==> config.mk <==
export PLATFORM = sky130hd
export DESIGN_NAME = seven_segment_scan_driver
export DESIGN_NICKNAME = d
export VERILOG_FILES = /design/src/rtl/core/ssd_pkg.sv /design/src/rtl/core/ssd_split.sv /design/src/rtl/core/ssd_counter.sv /design/src/rtl/core/seven_segment_scan_driver.sv
export SDC_FILE = /design/constraint.sdc
export NUM_CORES = 1
export LEC_CHECK = 0
export ABC_CLOCK_PERIOD_IN_PS = 10900
export BUFFER_PORTS_ARGS = -buffer_cell sky130_fd_sc_hd__buf_2
export CAP_MARGIN = 20
export CORE_MARGIN = 3
export CORE_UTILIZATION = 65
export CTS_CLUSTER_DIAMETER = 120
export CTS_CLUSTER_SIZE = 14
export DETAILED_ROUTE_END_ITERATION = 10
export PLACE_DENSITY = 0.83
export SETUP_SLACK_MARGIN = 0.05
export SYNTH_ARGS = -nofsm -noshare
export SYNTH_HDL_FRONTEND = slang
export SYNTH_SLANG_ARGS = --single-unit
==> constraint.sdc <==
create_clock -name clock -period 10.9 [get_ports clock]
set_input_delay 1.635 -clock clock [delete_from_list [all_inputs] [get_ports clock]]
set_output_delay 1.635 -clock clock [all_outputs]
set_load 0.02 [all_outputs]
==> src/rtl/core/ssd_pkg.sv <==
// Shared types, constants and segment tables for the seven-segment scan driver.
`default_nettype none

package ssd_pkg;

   typedef enum logic [1:0] {
      MODE_TICK   = 2'd0,
      MODE_NUMBER = 2'd1,
      MODE_CHARS  = 2'd2,
      MODE_NONE   = 2'd3
   } ssd_mode_type;

   localparam int unsigned CSR_INDEX_W = 1;
   localparam logic [CSR_INDEX_W-1:0] CSR_TICKS_PER_UPDATE = 1'd0;
   localparam logic [CSR_INDEX_W-1:0] CSR_AUTO_COUNT       = 1'd1;

   localparam int unsigned MODE_W      = 2;
   localparam int unsigned NUMBER_W    = 15;
   localparam int unsigned CHARS_W     = 32;
   localparam int unsigned CSR_DATA_W  = 16;
   localparam int unsigned TICK_W      = 16;
   localparam int unsigned COUNT_W     = 14;
   localparam int unsigned REQ_TDATA_W = 48;
   localparam int unsigned RSP_TDATA_W = 32;
   localparam int unsigned RSP_PAD_W   = 4;
   localparam int unsigned COUNT_DIGITS = 4;
   localparam int unsigned CHAR_SLOTS   = 4;

   localparam logic [TICK_W-1:0]  PERIOD_RESET = 16'd200;
   localparam logic [COUNT_W-1:0] COUNT_MAX    = 14'd9999;

   localparam logic [7:0] ZERO_CODE  = 8'hC0;
   localparam logic [7:0] MINUS_CODE = 8'hBF;
   localparam logic [7:0] BLANK_CODE = 8'hFF;

   // next-state view of the counter for the current tick
   typedef struct packed {
      logic                               redraw;
      logic [COUNT_W-1:0]                 count;
      logic [COUNT_DIGITS-1:0][3:0]       bcd;
   } ssd_cnt_type;

   function automatic logic [7:0] digit_seg(input logic [3:0] d);
      logic [7:0] code;
      case (d)
         4'd0:    code = 8'hC0;
         4'd1:    code = 8'hF9;
         4'd2:    code = 8'hA4;
         4'd3:    code = 8'hB0;
         4'd4:    code = 8'h99;
         4'd5:    code = 8'h92;
         4'd6:    code = 8'h82;
         4'd7:    code = 8'hF8;
         4'd8:    code = 8'h80;
         4'd9:    code = 8'h90;
         default: code = BLANK_CODE;
      endcase
      return code;
   endfunction

   // hex letter A-F / a-f, picked by the low three bits of the ASCII code
   function automatic logic [7:0] letter_seg(input logic [2:0] k, input logic lower);
      logic [7:0] code;
      case (k)
         3'd1:    code = lower ? 8'hA0 : 8'h88;
         3'd2:    code = lower ? 8'h83 : 8'h80;
         3'd3:    code = lower ? 8'hA7 : 8'hC6;
         3'd4:    code = lower ? 8'hA1 : 8'hC0;
         3'd5:    code = lower ? 8'h84 : 8'h86;
         3'd6:    code = 8'h8E;
         default: code = BLANK_CODE;
      endcase
      return code;
   endfunction

   function automatic logic [7:0] char_seg(input logic [7:0] c);
      logic [7:0] code;
      if (c >= 8'h30 && c <= 8'h39) begin
         code = digit_seg(c[3:0]);
      end else if (c >= 8'h41 && c <= 8'h46) begin
         code = letter_seg(c[2:0], 1'b0);
      end else if (c >= 8'h61 && c <= 8'h66) begin
         code = letter_seg(c[2:0], 1'b1);
      end else begin
         code = BLANK_CODE;
      end
      return code;
   endfunction

   // floor(v / 10^i) via ceil(2^30 / 10^i); exact for v < 2^15, i <= 4
   function automatic logic [NUMBER_W-1:0] dec_quot(input logic [NUMBER_W-1:0] v,
                                                    input int unsigned i);
      logic [30:0] m;
      logic [45:0] p;
      case (i)
         0:       m = 31'd1073741824;
         1:       m = 31'd107374183;
         2:       m = 31'd10737419;
         3:       m = 31'd1073742;
         4:       m = 31'd107375;
         default: m = '0;
      endcase
      p = 46'(v) * 46'(m);
      return p[44:30];
   endfunction

endpackage

`default_nettype wire

==> src/rtl/core/ssd_split.sv <==
// Signed number to per-digit segment codes (constant-divisor digit split).
`default_nettype none

module ssd_split #(
   parameter int unsigned DIGITS = 4
) (
   input  logic [ssd_pkg::NUMBER_W-1:0] number,
   output logic [DIGITS-1:0][7:0]       codes
);
   import ssd_pkg::*;

   logic                             neg;
   logic [NUMBER_W-1:0]              mag;
   logic [NUMBER_W-1:0]              value;
   logic [DIGITS:0][NUMBER_W-1:0]    quot;

   assign neg   = number[NUMBER_W-1];
   assign mag   = ~number + NUMBER_W'(1);
   assign value = neg ? mag : number;

   for (genvar i = 0; i <= DIGITS; i++) begin : g_quot
      assign quot[i] = dec_quot(value, i);
   end

   for (genvar i = 0; i < DIGITS; i++) begin : g_digit
      logic [3:0] digit;
      // q_i - 10*q_(i+1), only the low nibble matters
      assign digit = quot[i][3:0] - 4'((quot[i+1] << 3) + (quot[i+1] << 1));
      if (i == DIGITS - 1) begin : g_top
         assign codes[i] = neg ? MINUS_CODE : digit_seg(digit);
      end else begin : g_low
         assign codes[i] = digit_seg(digit);
      end
   end

endmodule

`default_nettype wire

==> src/rtl/core/ssd_counter.sv <==
// Tick divider plus binary and BCD decimal counter.
`default_nettype none

module ssd_counter (
   input  logic                       clock,
   input  logic                       reset,
   input  logic                       tick,
   input  logic [ssd_pkg::TICK_W-1:0] period,
   input  logic                       auto_count,
   output ssd_pkg::ssd_cnt_type       cnt_next
);
   import ssd_pkg::*;

   logic [TICK_W-1:0]             tick_count_ff, tick_count_in;
   logic [COUNT_W-1:0]            count_ff, count_in;
   logic [COUNT_DIGITS-1:0][3:0]  bcd_ff, bcd_in;
   logic [TICK_W-1:0]             tick_inc;
   logic                          hit;
   logic                          carry;
   logic [COUNT_DIGITS-1:0][3:0]  bcd_inc;

   always_comb begin
      tick_inc = tick_count_ff + TICK_W'(1);
      hit      = (tick_inc == period);

      carry = 1'b1;
      for (int d = 0; d < COUNT_DIGITS; d++) begin
         bcd_inc[d] = bcd_ff[d];
         if (carry) begin
            if (bcd_ff[d] == 4'd9) begin
               bcd_inc[d] = 4'd0;
            end else begin
               bcd_inc[d] = bcd_ff[d] + 4'd1;
               carry      = 1'b0;
            end
         end
      end

      cnt_next.redraw = hit && auto_count;
      cnt_next.count  = count_ff;
      cnt_next.bcd    = bcd_ff;
      if (cnt_next.redraw) begin
         cnt_next.count = (count_ff == COUNT_MAX) ? '0 : count_ff + COUNT_W'(1);
         cnt_next.bcd   = bcd_inc;
      end

      tick_count_in = tick_count_ff;
      count_in      = count_ff;
      bcd_in        = bcd_ff;
      if (tick) begin
         tick_count_in = hit ? '0 : tick_inc;
         count_in      = cnt_next.count;
         bcd_in        = cnt_next.bcd;
      end
   end

   always_ff @(posedge clock) begin
      if (reset) begin
         tick_count_ff <= '0;
         count_ff      <= '0;
         bcd_ff        <= '0;
      end else begin
         tick_count_ff <= tick_count_in;
         count_ff      <= count_in;
         bcd_ff        <= bcd_in;
      end
   end

endmodule

`default_nettype wire

==> src/rtl/core/seven_segment_scan_driver.sv <==
// Top level of the multiplexed seven-segment scan driver.
//
//   channel  direction  handshake                 payload
//   req      in         req_tvalid / req_tready   tuser: mode; tdata: number, chars
//   rsp      out        rsp_tvalid / rsp_tready   tdata: index, enable, segments, count
//   csr      in         csr_we                    csr_index, csr_wdata
//
// One item per cycle sustained while the rsp side keeps up: a transfer lands in the input register,
// then updates the counter, digit codes and scan index and loads the result register.
// A tick goes from req through the input register and then the result register to rsp; loads give no result.
// Synchronous reset clears control state, the counter and shows zeros on all digits.
// A tick stalls only while the result register is full and not being taken;
// load items move on regardless of the rsp side.
`default_nettype none

module seven_segment_scan_driver #(
   parameter int unsigned DIGITS = 4
) (
   input  logic                            clock,
   input  logic                            reset,
   input  logic                            req_tvalid,
   output logic                            req_tready,
   input  logic [ssd_pkg::REQ_TDATA_W-1:0] req_tdata,   // number[14:0], chars[46:15], pad
   input  logic [ssd_pkg::MODE_W-1:0]      req_tuser,   // mode[1:0]
   output logic                            rsp_tvalid,
   input  logic                            rsp_tready,
   output logic [ssd_pkg::RSP_TDATA_W-1:0] rsp_tdata,   // index[1:0], enable[5:2],
                                                        // segments[13:6], count[27:14], pad
   input  logic                            csr_we,
   input  logic [ssd_pkg::CSR_INDEX_W-1:0] csr_index,
   input  logic [ssd_pkg::CSR_DATA_W-1:0]  csr_wdata
);
   import ssd_pkg::*;

   localparam int unsigned SCAN_W = $clog2(DIGITS);

   // configuration
   logic [TICK_W-1:0]            period_ff, period_in;
   logic                         auto_count_ff, auto_count_in;

   // input register
   logic                         in_valid_ff, in_valid_in;
   ssd_mode_type                 in_mode_ff;
   logic [NUMBER_W-1:0]          in_number_ff;
   logic [CHARS_W-1:0]           in_chars_ff;

   // display state
   logic [DIGITS-1:0][7:0]       codes_ff, codes_in;
   logic [SCAN_W-1:0]            scan_ff, scan_in;

   // result register
   logic                         rsp_valid_ff, rsp_valid_in;
   logic [1:0]                   rsp_index_ff, rsp_index_in;
   logic [3:0]                   rsp_enable_ff, rsp_enable_in;
   logic [7:0]                   rsp_segments_ff;
   logic [COUNT_W-1:0]           rsp_count_ff;

   logic                         req_xfer;
   logic                         out_free;
   logic                         go;
   logic                         tick;
   logic [DIGITS-1:0]            onehot;
   logic [DIGITS-1:0][7:0]       split_codes;
   ssd_cnt_type                  cnt_next;

   // ---- handshake -------------------------------------------------------
   // a tick needs room in the result register; loads and mode 3 never do
   assign out_free   = !rsp_valid_ff || rsp_tready;
   assign go         = in_valid_ff && ((in_mode_ff != MODE_TICK) || out_free);
   assign tick       = go && (in_mode_ff == MODE_TICK);
   assign req_tready = !in_valid_ff || go;
   assign req_xfer   = req_tvalid && req_tready;

   assign in_valid_in  = req_tready ? req_tvalid : in_valid_ff;
   assign rsp_valid_in = tick ? 1'b1 : (rsp_tready ? 1'b0 : rsp_valid_ff);

   // ---- configuration writes -------------------------------------------
   always_comb begin
      period_in     = period_ff;
      auto_count_in = auto_count_ff;
      if (csr_we) begin
         case (csr_index)
            CSR_TICKS_PER_UPDATE: period_in     = csr_wdata;
            CSR_AUTO_COUNT:       auto_count_in = csr_wdata[0];
            default: ;
         endcase
      end
   end

   // ---- datapath units -------------------------------------------------
   ssd_split #(
      .DIGITS (DIGITS)
   ) u_split (
      .number (in_number_ff),
      .codes  (split_codes)
   );

   ssd_counter u_counter (
      .clock      (clock),
      .reset      (reset),
      .tick       (tick),
      .period     (period_ff),
      .auto_count (auto_count_ff),
      .cnt_next   (cnt_next)
   );

   // ---- digit code store: per-digit next value ---------------------------
   for (genvar d = 0; d < DIGITS; d++) begin : g_digit
      logic [7:0] char_code;
      logic [7:0] count_code;
      logic [7:0] next_code;

      // only the four low digits take characters or counter digits
      if (d < CHAR_SLOTS) begin : g_char
         assign char_code = char_seg(in_chars_ff[8*d +: 8]);
      end else begin : g_keep
         assign char_code = codes_ff[d];
      end
      if (d < COUNT_DIGITS) begin : g_cnt
         assign count_code = digit_seg(cnt_next.bcd[d]);
      end else begin : g_zero
         assign count_code = ZERO_CODE;
      end

      always_comb begin
         next_code = codes_ff[d];
         if (go) begin
            case (in_mode_ff)
               MODE_NUMBER: next_code = split_codes[d];
               MODE_CHARS:  next_code = char_code;
               MODE_TICK:   if (cnt_next.redraw) next_code = count_code;
               default: ;
            endcase
         end
      end

      assign codes_in[d] = next_code;
   end

   // ---- scan and result fields -------------------------------------------
   assign scan_in = !tick ? scan_ff
                  : (scan_ff == SCAN_W'(DIGITS - 1)) ? '0 : scan_ff + SCAN_W'(1);
   assign onehot  = DIGITS'(1) << scan_ff;

   // fields narrower than the scan range are masked to their widths
   for (genvar b = 0; b < 2; b++) begin : g_index
      if (b < SCAN_W) begin : g_bit
         assign rsp_index_in[b] = scan_ff[b];
      end else begin : g_pad
         assign rsp_index_in[b] = 1'b0;
      end
   end
   for (genvar b = 0; b < 4; b++) begin : g_enable
      if (b < DIGITS) begin : g_bit
         assign rsp_enable_in[b] = onehot[b];
      end else begin : g_pad
         assign rsp_enable_in[b] = 1'b0;
      end
   end

   // ---- registers -------------------------------------------------------
   always_ff @(posedge clock) begin
      if (reset) begin
         period_ff     <= PERIOD_RESET;
         auto_count_ff <= 1'b1;
         in_valid_ff   <= 1'b0;
         codes_ff      <= {DIGITS{ZERO_CODE}};
         scan_ff       <= '0;
         rsp_valid_ff  <= 1'b0;
      end else begin
         period_ff     <= period_in;
         auto_count_ff <= auto_count_in;
         in_valid_ff   <= in_valid_in;
         codes_ff      <= codes_in;
         scan_ff       <= scan_in;
         rsp_valid_ff  <= rsp_valid_in;
      end
   end

   always_ff @(posedge clock) begin
      if (req_xfer) begin
         in_mode_ff   <= ssd_mode_type'(req_tuser);
         in_number_ff <= req_tdata[NUMBER_W-1:0];
         in_chars_ff  <= req_tdata[NUMBER_W +: CHARS_W];
      end
      if (tick) begin
         rsp_index_ff    <= rsp_index_in;
         rsp_enable_ff   <= rsp_enable_in;
         rsp_segments_ff <= codes_in[scan_ff];
         rsp_count_ff    <= cnt_next.count;
      end
   end

   assign rsp_tvalid = rsp_valid_ff;
   assign rsp_tdata  = {{RSP_PAD_W{1'b0}}, rsp_count_ff, rsp_segments_ff,
                        rsp_enable_ff, rsp_index_ff};

endmodule

`default_nettype wire

==> flow_metrics.tcl <==
set metrics [dict create \
    crit_arrival_ps 10590 \
    cts_buffer_depth 3 \
    dp_hpwl_um 65000 \
    hold_class "reg -> reg" \
    syn_area_um2 28400 \
    die-area_um2 46200 \
    crit_top_cell "xnor2_1" \
    layout-drive-gt1-share 0.0755 \
    skew_ps 13.9 \
    htree_levels 1 \
    synth_edf_count 77 \
    tns_ps 0 \
    wirelength_um 78800 \
    topRoutingLayerUsed "met4" \
    ant_nets 0 \
    dr_wl_met3_um 4660 \
    drc 0 \
    synthFlopType "dfxtp_1" \
    core-area_um2 42500 \
    critical_path_class "reg -> reg" \
    initial_utilization 0.668 \
    grt_pass1_vias 24300 \
    drtIter0Drc 1786 \
    relSlewSlack 0.328 \
    syn_to_final_growth_pct 6.53 \
    route.met2.wl_um 38400 \
    overflow 0 \
    insertion_delay_ps 500 \
    setup_viol 0 \
    grt_max_degree 87 \
    final_common_cell "inv_1" \
    synthArstFlopShare 0 \
    hold_buffers 0 \
    synth_warnings 0 \
    gp_congestion 1.03 \
    root_buffer "clkbuf_16" \
    synthCells 3138 \
    die_w_um 215 \
    ys_ff_latch 204 \
    wl_met1_um 29200 \
    antenna_found_initial 1 \
    cts-buffers-inserted 18 \
    tritoncts "built" \
    clk_pin_slew_ps 70 \
    ys_types 103 \
    num_vias 23200 \
    io_buffers 100 \
    wire_per_inst_um 20.7 \
    drv_cap 0 \
    clock-sinks 204 \
    grt.total_usage 0.339 \
    final_cell_mix "570 x inv_1, 474 x ha_1, 307 x fa_1" \
    fin_crit_sh 0.950 \
    status "complete, no violations" \
    ys_seq_area_frac 0.171 \
    cp-end-kind "flip-flop" \
    die_height_um 215 \
    drv_slew 0 \
    max_stage_delay_ps 650 \
    crit_path_max_fanout 6 \
    synth.avg_cell_area_um2 9.05 \
    nets 4075 \
    cp-start-kind "flip-flop" \
    crit_slowest_cell "fa_1" \
    tightest_slew_ps 1010 \
    hold_viol_final 0 \
    required_ps 11140 \
    grt_pass1_wl_um 125000 \
    rsz0062_at_grt "false" \
    dr.pass1.iters 10 \
    std_cell_rows 75 \
    io_pins 106 \
    finalCriticalPeriod_ps 10350 \
    via_per_inst 6.09 \
    max_freq_ghz 0.0966 \
]
-- cell usage after synthesis, drive strengths merged (25+ instances only) --
cell type,instances,area [um2]
nand2b,25,156
nand4,28,188
a21oi,187,936
inv,574,2160
nor3,51,260
xor2,43,410
xnor2,75,679
edfxtp,77,2310
nand3,84,430
a211oi,28,210
nand2,235,882
mux2i,26,260
o211ai,26,195
clkbuf,81,304
nor2,166,626
ha,475,5940
fa,307,6150
dfxtp,127,2540
o21ai,130,666
-- worst max-delay path, delay by kind of cell, from the launching register on --
family,cells,cell delay [ps]
buf+inv,3,490
fa+ha+maj,8,3300
xor+xnor,8,1610
simple gates,9,3080
compound gates,4,950
mux,1,220
flops,1,450
-- layer usage --
| layer | vias up | global-route usage |
|---|---|---|
| met5 | - | 0 |
| met4 | 0 | 0.232 |
| met3 | 304 | 0.0357 |
| met2 | 971 | 0.600 |
| met1 | 11200 | 0.385 |
| li1 | 10700 | - |
-- final cells by class --
cell class                 instances  area (um2)
fill                            3257       12300
antenna                            1        2.50
multi-input combinational       2268       21100
tap                              577         722
sequential                       204        4850
inverter                         575        2160
timing repair buffer             154         906
clock buffer                      29         513
clock inverter                     1        8.76
-- kinds of logic (layout without fill, tap and decap cells) --
group	count (synthesis)	after routing	synth area share
compound gates	574	574	0.128
xor+xnor	120	120	0.0400
fa+ha+maj	783	783	0.426
buf+inv	672	759	0.0903
flops	204	204	0.171
mux	34	34	0.0131
other cells	2	9	0.000264
simple gates	749	749	0.131
-- path summary, 6_finish.rpt --
| check | start | end | slack, ps | depth (start not counted) |
|---|---|---|---|---|
| worst max-delay path | in_number_ff[8] | rsp_segments_ff[5] | 550 | 33 |
| worst min-delay path | codes_ff[15] | codes_ff[15] | 460 | 1 |
| worst max register to register | in_number_ff[8] | rsp_segments_ff[5] | 550 | 33 |
| worst min register to register | codes_ff[15] | codes_ff[15] | 460 | 1 |
-- repair_timing --
action                                  4_1_cts  5_1_grt
endpoints found under the setup margin        0        6
resized for setup                             0       13
setup buffers                                 0        2
-- through the flow --
step,util,std cells,hold slack (ps),worst slack [ps],instance area (um2)
global route,0.712,3808,474,42.2,30300
detailed placement,0.697,3776,435,350,29600
floorplan,-,3144,410,998,28400
CTS,0.709,3806,456,312,30200
finish,0.712,3809,456,550,30300
global placement,0.697,3776,422,545,29600
Power is not shown: default switching activity piles up to over one toggle a cycle in this logic, so the estimate is an artifact.
